[config.mk]
export PLATFORM = sky130hd
export DESIGN_NAME = periodic_message_scheduler_unit
export DESIGN_NICKNAME = d
export VERILOG_FILES = /design/src/hdl/pms_pkg.sv /design/src/hdl/pms_table.sv /design/src/hdl/pms_ctrl.sv /design/src/hdl/periodic_message_scheduler_unit.sv
export SDC_FILE = /design/constraint.sdc
export NUM_CORES = 1
export LEC_CHECK = 0
export ABC_AREA = 1
export BUFFER_PORTS_ARGS = -buffer_cell sky130_fd_sc_hd__buf_2
export CORE_UTILIZATION = 64
export DETAILED_ROUTE_END_ITERATION = 12
export MAX_ROUTING_LAYER = met4
export PLACE_DENSITY = 0.78
export REMOVE_ABC_BUFFERS = 1
export SETUP_SLACK_MARGIN = 0.1
export SLEW_MARGIN = 20
export SYNTH_ARGS = -nofsm -noshare
export SYNTH_HDL_FRONTEND = slang
export SYNTH_HIERARCHICAL = 1
export SYNTH_SLANG_ARGS = --single-unit
export TNS_END_PERCENT = 30
[constraint.sdc]
create_clock -name i_clk -period 14.1 [get_ports i_clk]
set_input_delay 0.705 -clock i_clk [delete_from_list [all_inputs] [get_ports i_clk]]
set_output_delay 0.705 -clock i_clk [all_outputs]
set_load 0.005 [all_outputs]
[src/hdl/pms_pkg.sv]
// ----------------------------------------------------------------------------
// pms_pkg
// shared types, constants and a helper function of the message scheduler
// ----------------------------------------------------------------------------
package pms_pkg;

    localparam int SLOTS    = 8;
    localparam int SLOT_W   = (SLOTS > 1) ? $clog2(SLOTS) : 1;
    localparam int IDX_W    = SLOT_W + 1;
    localparam int WALK_MAX = (SLOTS < 8) ? SLOTS : 8;

    localparam int CFG_IDX_W  = 2;
    localparam int CFG_DATA_W = 16;

    localparam logic [CFG_IDX_W-1:0] REG_ACTIVE_SLOTS  = CFG_IDX_W'(0);
    localparam logic [CFG_IDX_W-1:0] REG_BEACON_PERIOD = CFG_IDX_W'(1);

    localparam logic [3:0]  ACTIVE_SLOTS_RST  = 4'd0;
    localparam logic [15:0] BEACON_PERIOD_RST = 16'd1000;

    localparam logic [15:0] DISABLED_INTERVAL = 16'hFFFF;
    localparam logic [15:0] ELAPSED_MAX       = 16'hFFFF;
    localparam logic [7:0]  NO_SECTION        = 8'hFF;

    localparam logic [1:0] ACT_TICK    = 2'd0;
    localparam logic [1:0] ACT_LOAD    = 2'd1;
    localparam logic [1:0] ACT_ONESHOT = 2'd2;

    localparam logic [1:0] KIND_PERIODIC = 2'd0;
    localparam logic [1:0] KIND_ONESHOT  = 2'd1;
    localparam logic [1:0] KIND_BEACON   = 2'd2;

    typedef struct packed {
        logic [1:0]  action;
        logic [2:0]  slot;
        logic [15:0] interval;
        logic [7:0]  oneshot_section;
    } t_in_item;

    typedef struct packed {
        logic [1:0] kind;
        logic [7:0] section;
        logic       last;
    } t_out_item;

    typedef struct packed {
        logic [3:0]  active_slots;
        logic [15:0] beacon_period;
    } t_cfg;

    typedef struct packed {
        logic [15:0] reload;
        logic [15:0] count;
    } t_entry;

    localparam t_entry ENTRY_RST = '{reload: DISABLED_INTERVAL, count: 16'd0};

    typedef struct packed {
        logic              rd_en;
        logic [SLOT_W-1:0] rd_addr;
        logic              wr_en;
        logic [SLOT_W-1:0] wr_addr;
        t_entry            wr_data;
    } t_tbl_req;

    // (interval - slot) mod interval, remainder signed like the dividend
    function automatic logic [15:0] f_stagger(input logic [15:0] interval,
                                              input logic [2:0]  slot);
        logic [2:0] div;
        logic [2:0] rem;
        f_stagger = 16'd0;
        div = interval[2:0];
        rem = slot - div;
        if (interval == 16'd0 || slot == 3'd0) begin
            f_stagger = 16'd0;
        end else if (interval >= {13'd0, slot}) begin
            f_stagger = interval - {13'd0, slot};
        end else begin
            for (int k = 0; k < 7; k++) begin
                if (rem >= div) begin
                    rem = rem - div;
                end
            end
            f_stagger = 16'd0 - {13'd0, rem};
        end
    endfunction

endpackage

[src/hdl/pms_table.sv]
// ----------------------------------------------------------------------------
// pms_table
// slot table memory holding reload interval and countdown per slot
// ----------------------------------------------------------------------------
module pms_table
    import pms_pkg::*;
(
    input  logic     i_clk,
    input  logic     i_rst_n,
    input  t_tbl_req i_req,
    output t_entry   o_rdata
);

    logic [$bits(t_entry)-1:0] mem [SLOTS];
    logic [SLOTS-1:0]          r_written;
    logic [$bits(t_entry)-1:0] r_rd_data;
    logic                      r_rd_written;

    always_ff @(posedge i_clk) begin
        if (i_req.wr_en) begin
            mem[i_req.wr_addr] <= i_req.wr_data;
        end
        if (i_req.rd_en) begin
            r_rd_data <= mem[i_req.rd_addr];
        end
    end

    always_ff @(posedge i_clk) begin
        if (!i_rst_n) begin
            r_written    <= '0;
            r_rd_written <= 1'b0;
        end else begin
            if (i_req.wr_en) begin
                r_written[i_req.wr_addr] <= 1'b1;
            end
            if (i_req.rd_en) begin
                r_rd_written <= r_written[i_req.rd_addr];
            end
        end
    end

    // unwritten entries read as disabled slots
    assign o_rdata = r_rd_written ? t_entry'(r_rd_data) : ENTRY_RST;

endmodule

[src/hdl/pms_ctrl.sv]
// ----------------------------------------------------------------------------
// pms_ctrl
// item sequencer: slot walk, one-shot and beacon checks, result output stage
// ----------------------------------------------------------------------------
module pms_ctrl
    import pms_pkg::*;
(
    input  logic      i_clk,
    input  logic      i_rst_n,
    input  t_cfg      i_cfg,
    input  logic      i_in_valid,
    input  t_in_item  i_in_data,
    output logic      o_in_stall,
    output logic      o_out_valid,
    output t_out_item o_out_data,
    input  logic      i_out_stall,
    output t_tbl_req  o_tbl_req,
    input  t_entry    i_tbl_rdata
);

    typedef enum logic [4:0] {
        S_IDLE   = 5'b00001,
        S_WALK   = 5'b00010,
        S_PEND   = 5'b00100,
        S_BEACON = 5'b01000,
        S_FLUSH  = 5'b10000
    } t_state;

    t_state      r_state, n_state;
    logic [IDX_W-1:0] r_idx, n_idx;
    logic [IDX_W-1:0] r_walk, n_walk;
    logic [7:0]  r_pending, n_pending;
    logic [15:0] r_elapsed, n_elapsed;
    t_out_item   r_hold, n_hold;
    logic        r_hold_valid, n_hold_valid;
    t_out_item   r_out, n_out;
    logic        r_out_valid, n_out_valid;

    logic             disabled;
    logic [15:0]      new_count;
    logic [15:0]      elapsed_inc;
    logic             produce;
    t_out_item        res;
    logic             can_push;
    logic             step_ok;
    logic [IDX_W-1:0] idx_inc;

    assign disabled    = (i_tbl_rdata.reload == DISABLED_INTERVAL);
    assign new_count   = (i_tbl_rdata.count != 16'd0) ? i_tbl_rdata.count - 16'd1
                                                      : i_tbl_rdata.reload - 16'd1;
    assign elapsed_inc = (r_elapsed == ELAPSED_MAX) ? r_elapsed : r_elapsed + 16'd1;
    assign idx_inc     = r_idx + IDX_W'(1);
    assign can_push    = !r_out_valid || !i_out_stall;
    assign step_ok     = !produce || !r_hold_valid || can_push;

    // result produced by the current step
    always_comb begin
        produce = 1'b0;
        res     = '0;
        unique case (r_state)
            S_WALK: begin
                produce     = !disabled && (i_tbl_rdata.count == 16'd0);
                res.kind    = KIND_PERIODIC;
                res.section = 8'(r_idx[SLOT_W-1:0]);
            end
            S_PEND: begin
                produce     = (r_pending != NO_SECTION);
                res.kind    = KIND_ONESHOT;
                res.section = r_pending;
            end
            S_BEACON: begin
                produce     = (elapsed_inc > i_cfg.beacon_period);
                res.kind    = KIND_BEACON;
                res.section = 8'd0;
            end
            default: begin
                produce = 1'b0;
            end
        endcase
    end

    always_comb begin
        n_state      = r_state;
        n_idx        = r_idx;
        n_walk       = r_walk;
        n_pending    = r_pending;
        n_elapsed    = r_elapsed;
        n_hold       = r_hold;
        n_hold_valid = r_hold_valid;
        n_out        = r_out;
        n_out_valid  = r_out_valid && i_out_stall;
        o_tbl_req    = '0;

        unique case (r_state)
            S_IDLE: begin
                if (i_in_valid) begin
                    unique case (i_in_data.action)
                        ACT_TICK: begin
                            n_idx  = '0;
                            n_walk = (32'(i_cfg.active_slots) > WALK_MAX)
                                     ? IDX_W'(WALK_MAX) : IDX_W'(i_cfg.active_slots);
                            if (n_walk == '0) begin
                                n_state = S_PEND;
                            end else begin
                                o_tbl_req.rd_en   = 1'b1;
                                o_tbl_req.rd_addr = '0;
                                n_state           = S_WALK;
                            end
                        end
                        ACT_LOAD: begin
                            if (32'(i_in_data.slot) < SLOTS) begin
                                o_tbl_req.wr_en   = 1'b1;
                                o_tbl_req.wr_addr = SLOT_W'(i_in_data.slot);
                                o_tbl_req.wr_data.reload = i_in_data.interval;
                                o_tbl_req.wr_data.count  =
                                    f_stagger(i_in_data.interval, i_in_data.slot);
                            end
                        end
                        ACT_ONESHOT: begin
                            if (r_pending == NO_SECTION) begin
                                n_pending = i_in_data.oneshot_section;
                            end
                        end
                        default: begin
                            n_state = S_IDLE;
                        end
                    endcase
                end
            end
            S_WALK: begin
                if (step_ok) begin
                    o_tbl_req.wr_en          = !disabled;
                    o_tbl_req.wr_addr        = r_idx[SLOT_W-1:0];
                    o_tbl_req.wr_data.reload = i_tbl_rdata.reload;
                    o_tbl_req.wr_data.count  = new_count;
                    n_idx                    = idx_inc;
                    if (idx_inc == r_walk) begin
                        n_state = S_PEND;
                    end else begin
                        o_tbl_req.rd_en   = 1'b1;
                        o_tbl_req.rd_addr = idx_inc[SLOT_W-1:0];
                    end
                end
            end
            S_PEND: begin
                if (step_ok) begin
                    n_pending = NO_SECTION;
                    n_state   = S_BEACON;
                end
            end
            S_BEACON: begin
                if (step_ok) begin
                    n_elapsed = produce ? 16'd0 : elapsed_inc;
                    n_state   = S_FLUSH;
                end
            end
            S_FLUSH: begin
                if (!r_hold_valid) begin
                    n_state = S_IDLE;
                end else if (can_push) begin
                    n_out        = r_hold;
                    n_out.last   = 1'b1;
                    n_out_valid  = 1'b1;
                    n_hold_valid = 1'b0;
                    n_state      = S_IDLE;
                end
            end
            default: begin
                n_state = S_IDLE;
            end
        endcase

        // one result is held back so the final one can be marked
        if (step_ok && produce) begin
            if (r_hold_valid) begin
                n_out       = r_hold;
                n_out.last  = 1'b0;
                n_out_valid = 1'b1;
            end
            n_hold       = res;
            n_hold_valid = 1'b1;
        end
    end

    always_ff @(posedge i_clk) begin
        if (!i_rst_n) begin
            r_state      <= S_IDLE;
            r_pending    <= NO_SECTION;
            r_elapsed    <= 16'd0;
            r_hold_valid <= 1'b0;
            r_out_valid  <= 1'b0;
        end else begin
            r_state      <= n_state;
            r_pending    <= n_pending;
            r_elapsed    <= n_elapsed;
            r_hold_valid <= n_hold_valid;
            r_out_valid  <= n_out_valid;
        end
    end

    always_ff @(posedge i_clk) begin
        r_idx  <= n_idx;
        r_walk <= n_walk;
        r_hold <= n_hold;
        r_out  <= n_out;
    end

    assign o_in_stall  = (r_state != S_IDLE);
    assign o_out_valid = r_out_valid;
    assign o_out_data  = r_out;

endmodule

[src/hdl/periodic_message_scheduler_unit.sv]
// ----------------------------------------------------------------------------
// periodic_message_scheduler_unit
// per-slot reload counters walked on each tick, one-shot section and beacon
// ----------------------------------------------------------------------------
// input channel: i_in_valid / o_in_stall with i_in_data; a tick walks the
//   active slots, a load writes a slot interval, a one-shot request latches
//   a section; load and one-shot transfers give no result
// output channel: o_out_valid / i_out_stall with o_out_data; a tick gives
//   zero to ten results, last marks the final one of the tick
// config channel: i_cfg_valid / o_cfg_ready with i_cfg_index, i_cfg_data;
//   ready is always high; writes are to be made while the block is idle,
//   which the block itself does not enforce
// a tick walks the active slots (walk = active slots, at most 8), one slot per
//   cycle by the table read-modify-write while no output stall holds it; each
//   result waits in a hold register for the next one or the tick end
// stall on the output holds the result register and pauses the walk
// reset: slots disabled, counters zero, nothing pending, beacon count zero,
//   active slots 0, beacon period 1000; no clearing pass is needed
// ----------------------------------------------------------------------------
module periodic_message_scheduler_unit
    import pms_pkg::*;
(
    input  logic                  i_clk,
    input  logic                  i_rst_n,
    input  logic                  i_in_valid,
    input  t_in_item              i_in_data,
    output logic                  o_in_stall,
    output logic                  o_out_valid,
    output t_out_item             o_out_data,
    input  logic                  i_out_stall,
    input  logic                  i_cfg_valid,
    output logic                  o_cfg_ready,
    input  logic [CFG_IDX_W-1:0]  i_cfg_index,
    input  logic [CFG_DATA_W-1:0] i_cfg_data
);

    logic [3:0]  r_active_slots;
    logic [15:0] r_beacon_period;
    t_cfg        cfg;
    t_tbl_req    tbl_req;
    t_entry      tbl_rdata;

    always_ff @(posedge i_clk) begin
        if (!i_rst_n) begin
            r_active_slots  <= ACTIVE_SLOTS_RST;
            r_beacon_period <= BEACON_PERIOD_RST;
        end else if (i_cfg_valid) begin
            unique case (i_cfg_index)
                REG_ACTIVE_SLOTS:  r_active_slots  <= i_cfg_data[3:0];
                REG_BEACON_PERIOD: r_beacon_period <= i_cfg_data[15:0];
                default: begin
                    r_active_slots <= r_active_slots;
                end
            endcase
        end
    end

    assign o_cfg_ready       = 1'b1;
    assign cfg.active_slots  = r_active_slots;
    assign cfg.beacon_period = r_beacon_period;

    pms_ctrl u_ctrl (
        .i_clk       (i_clk),
        .i_rst_n     (i_rst_n),
        .i_cfg       (cfg),
        .i_in_valid  (i_in_valid),
        .i_in_data   (i_in_data),
        .o_in_stall  (o_in_stall),
        .o_out_valid (o_out_valid),
        .o_out_data  (o_out_data),
        .i_out_stall (i_out_stall),
        .o_tbl_req   (tbl_req),
        .i_tbl_rdata (tbl_rdata)
    );

    pms_table u_table (
        .i_clk   (i_clk),
        .i_rst_n (i_rst_n),
        .i_req   (tbl_req),
        .o_rdata (tbl_rdata)
    );

endmodule

Yosys cells after proc, flatten, opt, wreduce, memory -nomap -nowiden:

Memory sizes are Yosys's and may differ from the RTL's. A register that Yosys moved wholly into a read port is not among the register bits.
Cells that the tools add are included.
Widths: inputs -> output; s select.

* $add $sub $neg: 14
* mux-type cells: 97
* reductions and logical operators: 31
* bitwise logic cells: 1
* eq/ne operators: 24
* order comparisons: 13
* multiply operators: 0
* divide/modulo/power cells: 0
* shifts and indexed selects: 0

Operators by type and width (number)
* $mux 3: 43
* $mux 16: 5
* $mux 40: 2
* $pmux 40 s2: 1
* $mux 11: 5
* $mux 36: 1
* $mux 5: 7
* $eq 16x16->1 const B: 2
* $logic_not 16->1: 2
* $mux 32: 1
* $mux 8: 4
* $sub 16x1->16 const B: 2
* $pmux 10 s3: 1
* $mux 4: 7
* $pmux 5 s5: 1
* $sub 3x3->3: 8
* $ge 3x3->1: 7
* $add 16x1->16 const B: 1
* $ge 16x3->1: 1
* $gt 16x16->1: 1
* $pmux 8 s2: 1
* $reduce_bool 16->1: 1
* $sub 16x3->16: 1
* $mux 1: 13
* other kinds (38): 62

* word-level logic and storage cells: 197
* memory bits (writable): 256
* ROM bits: 0
* memories: 1
* output and inout bits: 14
* input bits: 52
* latch bits: 0
* flip-flop bits (word level): 89

Memories
* u_table.mem: words 8, bits a word 32, rd ports 1, clocked after memory_dff 1, wr ports 1, RTL line pms_table.sv:14 `logic [$bits(t_entry)-1:0] mem [SLOTS];`

Logic depth before layout (Yosys ltp):

* depth after elaboration: 61
* depth in mapped cells: 55
* depth with buffers taken out: 55

By module:

Netlist, hierarchy kept.

Modules (own cells, without submodules)
* pms_table: times used 1, seq. area each 8828.5 um^2, cells an instance 897, area an instance 11577.4 um^2
* pms_ctrl: times used 1, seq. area each 1491.4 um^2, cells an instance 854, area an instance 5760.5 um^2
* periodic_message_scheduler_unit: times used 1, seq. area each 400.4 um^2, cells an instance 120, area an instance 833.3 um^2

Least setup slack after synthesis:

Ideal clock, no wire load.

* path kind: input to register
* start point: in i_in_data[9] in the netlist's numbering
* end point: mem u_table/mem[0][1] in the netlist's numbering (data pin)
* stages: 45
* slack: 5.910 ns
* data required time: 13.870 ns
* arrival time: 7.960 ns
* library setup time: 0.230 ns
* buffers on the path: 0
* cell sequence: inv_1 > fa_1 > xor2_1 > ha_1 > nand2_1 > nand2_1 > nor2_1 > nand2_2 > nor2_1 > a21oi_1 > ha_1 > a21oi_1 > o21ai_2 > nor2_1 > a21oi_1 > ha_1 > a21oi_1 > o21ai_2 > (+9 left out) > inv_1 > a21oi_4 > or2_1 > o21a_2 > inv_1 > ha_1 > a21oi_1 > nand2_1 > nand2_1 > nand2_1 > ha_1 > a21oi_1 > nand3b_1 > nand2_1 > inv_1 > ha_1 > o21ai_0 > o22ai_1

RTL lines
* start: declaration: RTL line periodic_message_scheduler_unit.sv:26 `input t_in_item i_in_data,`
* end: declaration: RTL line pms_table.sv:14

==> summary.txt <==
Outcome
  – Status: finished clean

Detailed routing
  – Via density: 5.86
  – DR pass1 iterations: 7
  – Final WL: 41900 um
  – Routed via count: 13648
  – Iteration-0 DRC Markers: 1484
  – Post-DRT Antenna Nets: 0
  – Routed WL per cell: 18.0 um
  – DRC: 0

Floorplanning
  – Die ar.: 29100 um^2
  – I/O pin count: 66
  – Vert. Die Dim: 171 um
  – Die width: 171 um
  – FP Rows: 61
  – Core Area: 27900 um^2
  – Initial core utilization: 65.2%

CTS
  – Clock sinks: 377
  – Post-CTS sizing: 0
  – H-tree lvl count: 2
  – TritonCTS clock tree: yes
  – Post-CTS Hold Fix Bufs: 0
  – Clk slew on worst S/H paths: 60 ps
  – Clock latency on the worst-skew pair: 530 ps
  – Longest Clk Path Bufs: 3
  – Post-CTS Setup Bufs: 0
  – CTS Buf Count: 39
  – CTS Root Buffer Type: clkbuf_16

Finish
  – Most common cell after layout, fill and taps aside: nand2_1
  – Core Util, Final: 71.7%
  – Post-route cell area: 20000 um^2
  – Layout Cells excl Fill: 2329
  – Fin nets: 2024
  – Fill cells: 1994
  – Layout cells sized above 1: 9.85%
  – Area Overhead vs Synth: 9.91%
  – Most frequent cells in the layout: nand2_1 (363), edfxtp_1 (317), nor2_1 (244)

Placement
  – Detailed placer's ending HPWL: 24900 um
  – IO Port Bufs: 64
  – GPL Wtd Cong: 0.942
  – Dpl cells: 2257
  – Placed Area: 18700 um^2

Global route
  – Grt peak-use layer: met2
  – Global-route usage over all layers: 30.5%
  – GRT Residual Overflow: 0
  – Vias in the first global route: 13078
  – Largest net degree at the start of global routing: 133
  – Initial antenna violation count: 0
  – Met3 Use GR: 4.02%
  – Met1 Usage GRT: 40.0%
  – First-pass GRT wire length: 66500 um
  – Met2 usage: 49.2%

Pwr
  – Cell internal pwr: 0.00261 W
  – Peak supply drop: 0.000628 V
  – Clock power share: 22.9%
  – Seq pwr share: 29.6%
  – Sw frac: 40.4%
  – P_sw: 0.00177 W
  – LEAKAGE: 8.11 nW
  – Pwr per Cell Area: 219 nW/um^2
  – Combinational share of power: 47.5%

Critical path
  – Startpoint Class: input pin
  – Crit. End Element: flip-flop
  – Slowest CP cell: fa_1
  – Kind of critical path: input pin to flip-flop
  – Crit path DAT: 9490 ps
  – Maximum fanout along the worst path: 11
  – Largest stage delay on the critical path: 510 ps
  – Worst Path Required: 14350 ps

Timing
  – Minimum clock period: 9250 ps
  – Headroom to the max-slew limit: 27.1%
  – Least-Margin Pin Slew: 1090 ps
  – Setup violators final: 0
  – Fin Setup TNS: 0 ps
  – Final hold violation count: 0
  – Highest clock rate: 108 MHz
  – Period Utilization, post-route: 65.6%
  – Clock Skews: 20.8 ps
  – RSZ-0062 raised after global routing: false
  – Slew Limit Fails: 0

Yosys
  – Mapped Cells: 1871
  – Post-synth EDFFs: 317
  – Synthesis warning total: 6
  – Async SR Flop Fraction: 0%
  – Fraction of the yosys area taken by sequential cells: 59.0%
  – Yosys cell types: 58
  – Synth Register Bits: 377
  – Synthesized area per cell: 9.71 um^2
  – Post-Syn Area: 18200 um^2
  – Predominant post-synthesis flop cell: edfxtp_1

Min path
  – HP Class: input pin to flip-flop

Job
  – Max-Cap Viols: 0
## sequential cells by signal (all words and copies together), names as in the netlist, named ones only
register / flops
u_table/r_rd_written: 1
u_ctrl/r_state: 5
u_ctrl/r_elapsed: 16
u_table/mem: 256
u_ctrl/r_idx: 4
r_beacon_period: 16
u_ctrl/r_pending: 8
u_ctrl/r_hold: 10
u_ctrl/r_walk: 4
u_ctrl/r_hold_valid: 1
u_ctrl/o_out_valid: 1
u_table/r_rd_data: 32
u_table/r_written: 8
r_active_slots: 4
## synth_stat cells, types with 13 or more instances
cell type	count	share of area, %
o22ai_1	78	2.7
ha_1	43	3.0
o21ai_1	36	0.99
nand2_1	363	7.5
a21oi_1	65	1.8
dfxtp_1	60	6.6
xnor2_1	13	0.63
edfxtp_1	317	52
nor3_1	23	0.63
nand3_1	52	1.4
clkbuf_1	27	0.56
buf_2	21	0.58
o21ai_0	139	3.8
xor2_1	20	0.96
inv_1	231	4.8
nor2_1	256	5.3
## layout make-up
| cell class | count | area [um^2] | share of cell area, % |
|---|---|---|---|
| repair buffers | 82 | 455 | 2.28 |
| well taps | 378 | 473 | 2.37 |
| inverters | 237 | 897 | 4.49 |
| clock inverters | 21 | 198 | 0.990 |
| flip-flops and latches | 377 | 10700 | 53.7 |
| diodes | 1 | 2.50 | 0.0125 |
| clock buffers | 50 | 1060 | 5.30 |
| multi-input cells | 1183 | 6170 | 30.9 |
## power groups by stage
| stage | clock (W) | combinational (W) | sequential, W |
|---|---|---|---|
| 2_1_floorplan | 0 | 0.00163 | 0.00131 |
| 3_3_place_gp | 0 | 0.00189 | 0.00132 |
| 3_5_place_dp | 0 | 0.00204 | 0.00132 |
| 4_1_cts | 0.00102 | 0.00206 | 0.00129 |
| 5_1_grt | 0.00105 | 0.00232 | 0.00130 |
| 6_report | 0.00100 | 0.00208 | 0.00129 |
## metal layers
| metal | vias up | wire length, um | part of all wire [%] |
|---|---|---|---|
| met3 | 129 | 3870 | 9.2 |
| met4 | 0 | 1360 | 3.2 |
| met1 | 6399 | 17200 | 41 |
| met5 | - | 0 | 0 |
| li1 | 6423 | - | - |
| met2 | 697 | 19500 | 47 |
## cells by family after synthesis
family                   Yosys count  synth area share [%]
AND/OR/NAND/NOR                  740                  16.7
AO/OA/AOI/OAI                    357                  11.2
other                              1                0.0206
buffers and inverters            311                  7.53
adder cells (fa/ha/maj)           52                  3.95
XOR/XNOR                          33                  1.59
flip-flops                       377                  59.0
## worst max-delay path: cells and delay by family
family	cells	cell delay [ps]
and+or+nand+nor	13	1520
AOI/OAI and AO/OA	17	3230
xor gates and xnor gates	1	240
adders and majority gates	9	2910
buffers and inverters	5	860
## worst paths after layout
kind | slack, ps | startpoint | to | cells past startpoint
setup reg to reg | 7950 | u_ctrl/r_elapsed[3] | u_table/mem[1][10] | 29
setup / recovery | 4850 | i_in_data[9] | u_table/mem[1][1] | 45
hold reg to reg | 460 | u_ctrl/r_elapsed[4] | u_ctrl/r_elapsed[4] | 2
hold / removal | 370 | i_cfg_data[8] | r_beacon_period[8] | 3
## metrics by stage
stage	power (W)	hold WS [ps]	setup WS, ps
after CTS	0.00437	355	4870
after global placement	0.00320	449	4950
after detailed placement	0.00336	453	4360
after global routing	0.00467	379	4200
after floorplan	0.00294	440	5540
final	0.00437	372	4850
Note: power is estimated with default switching activity, not from simulation.
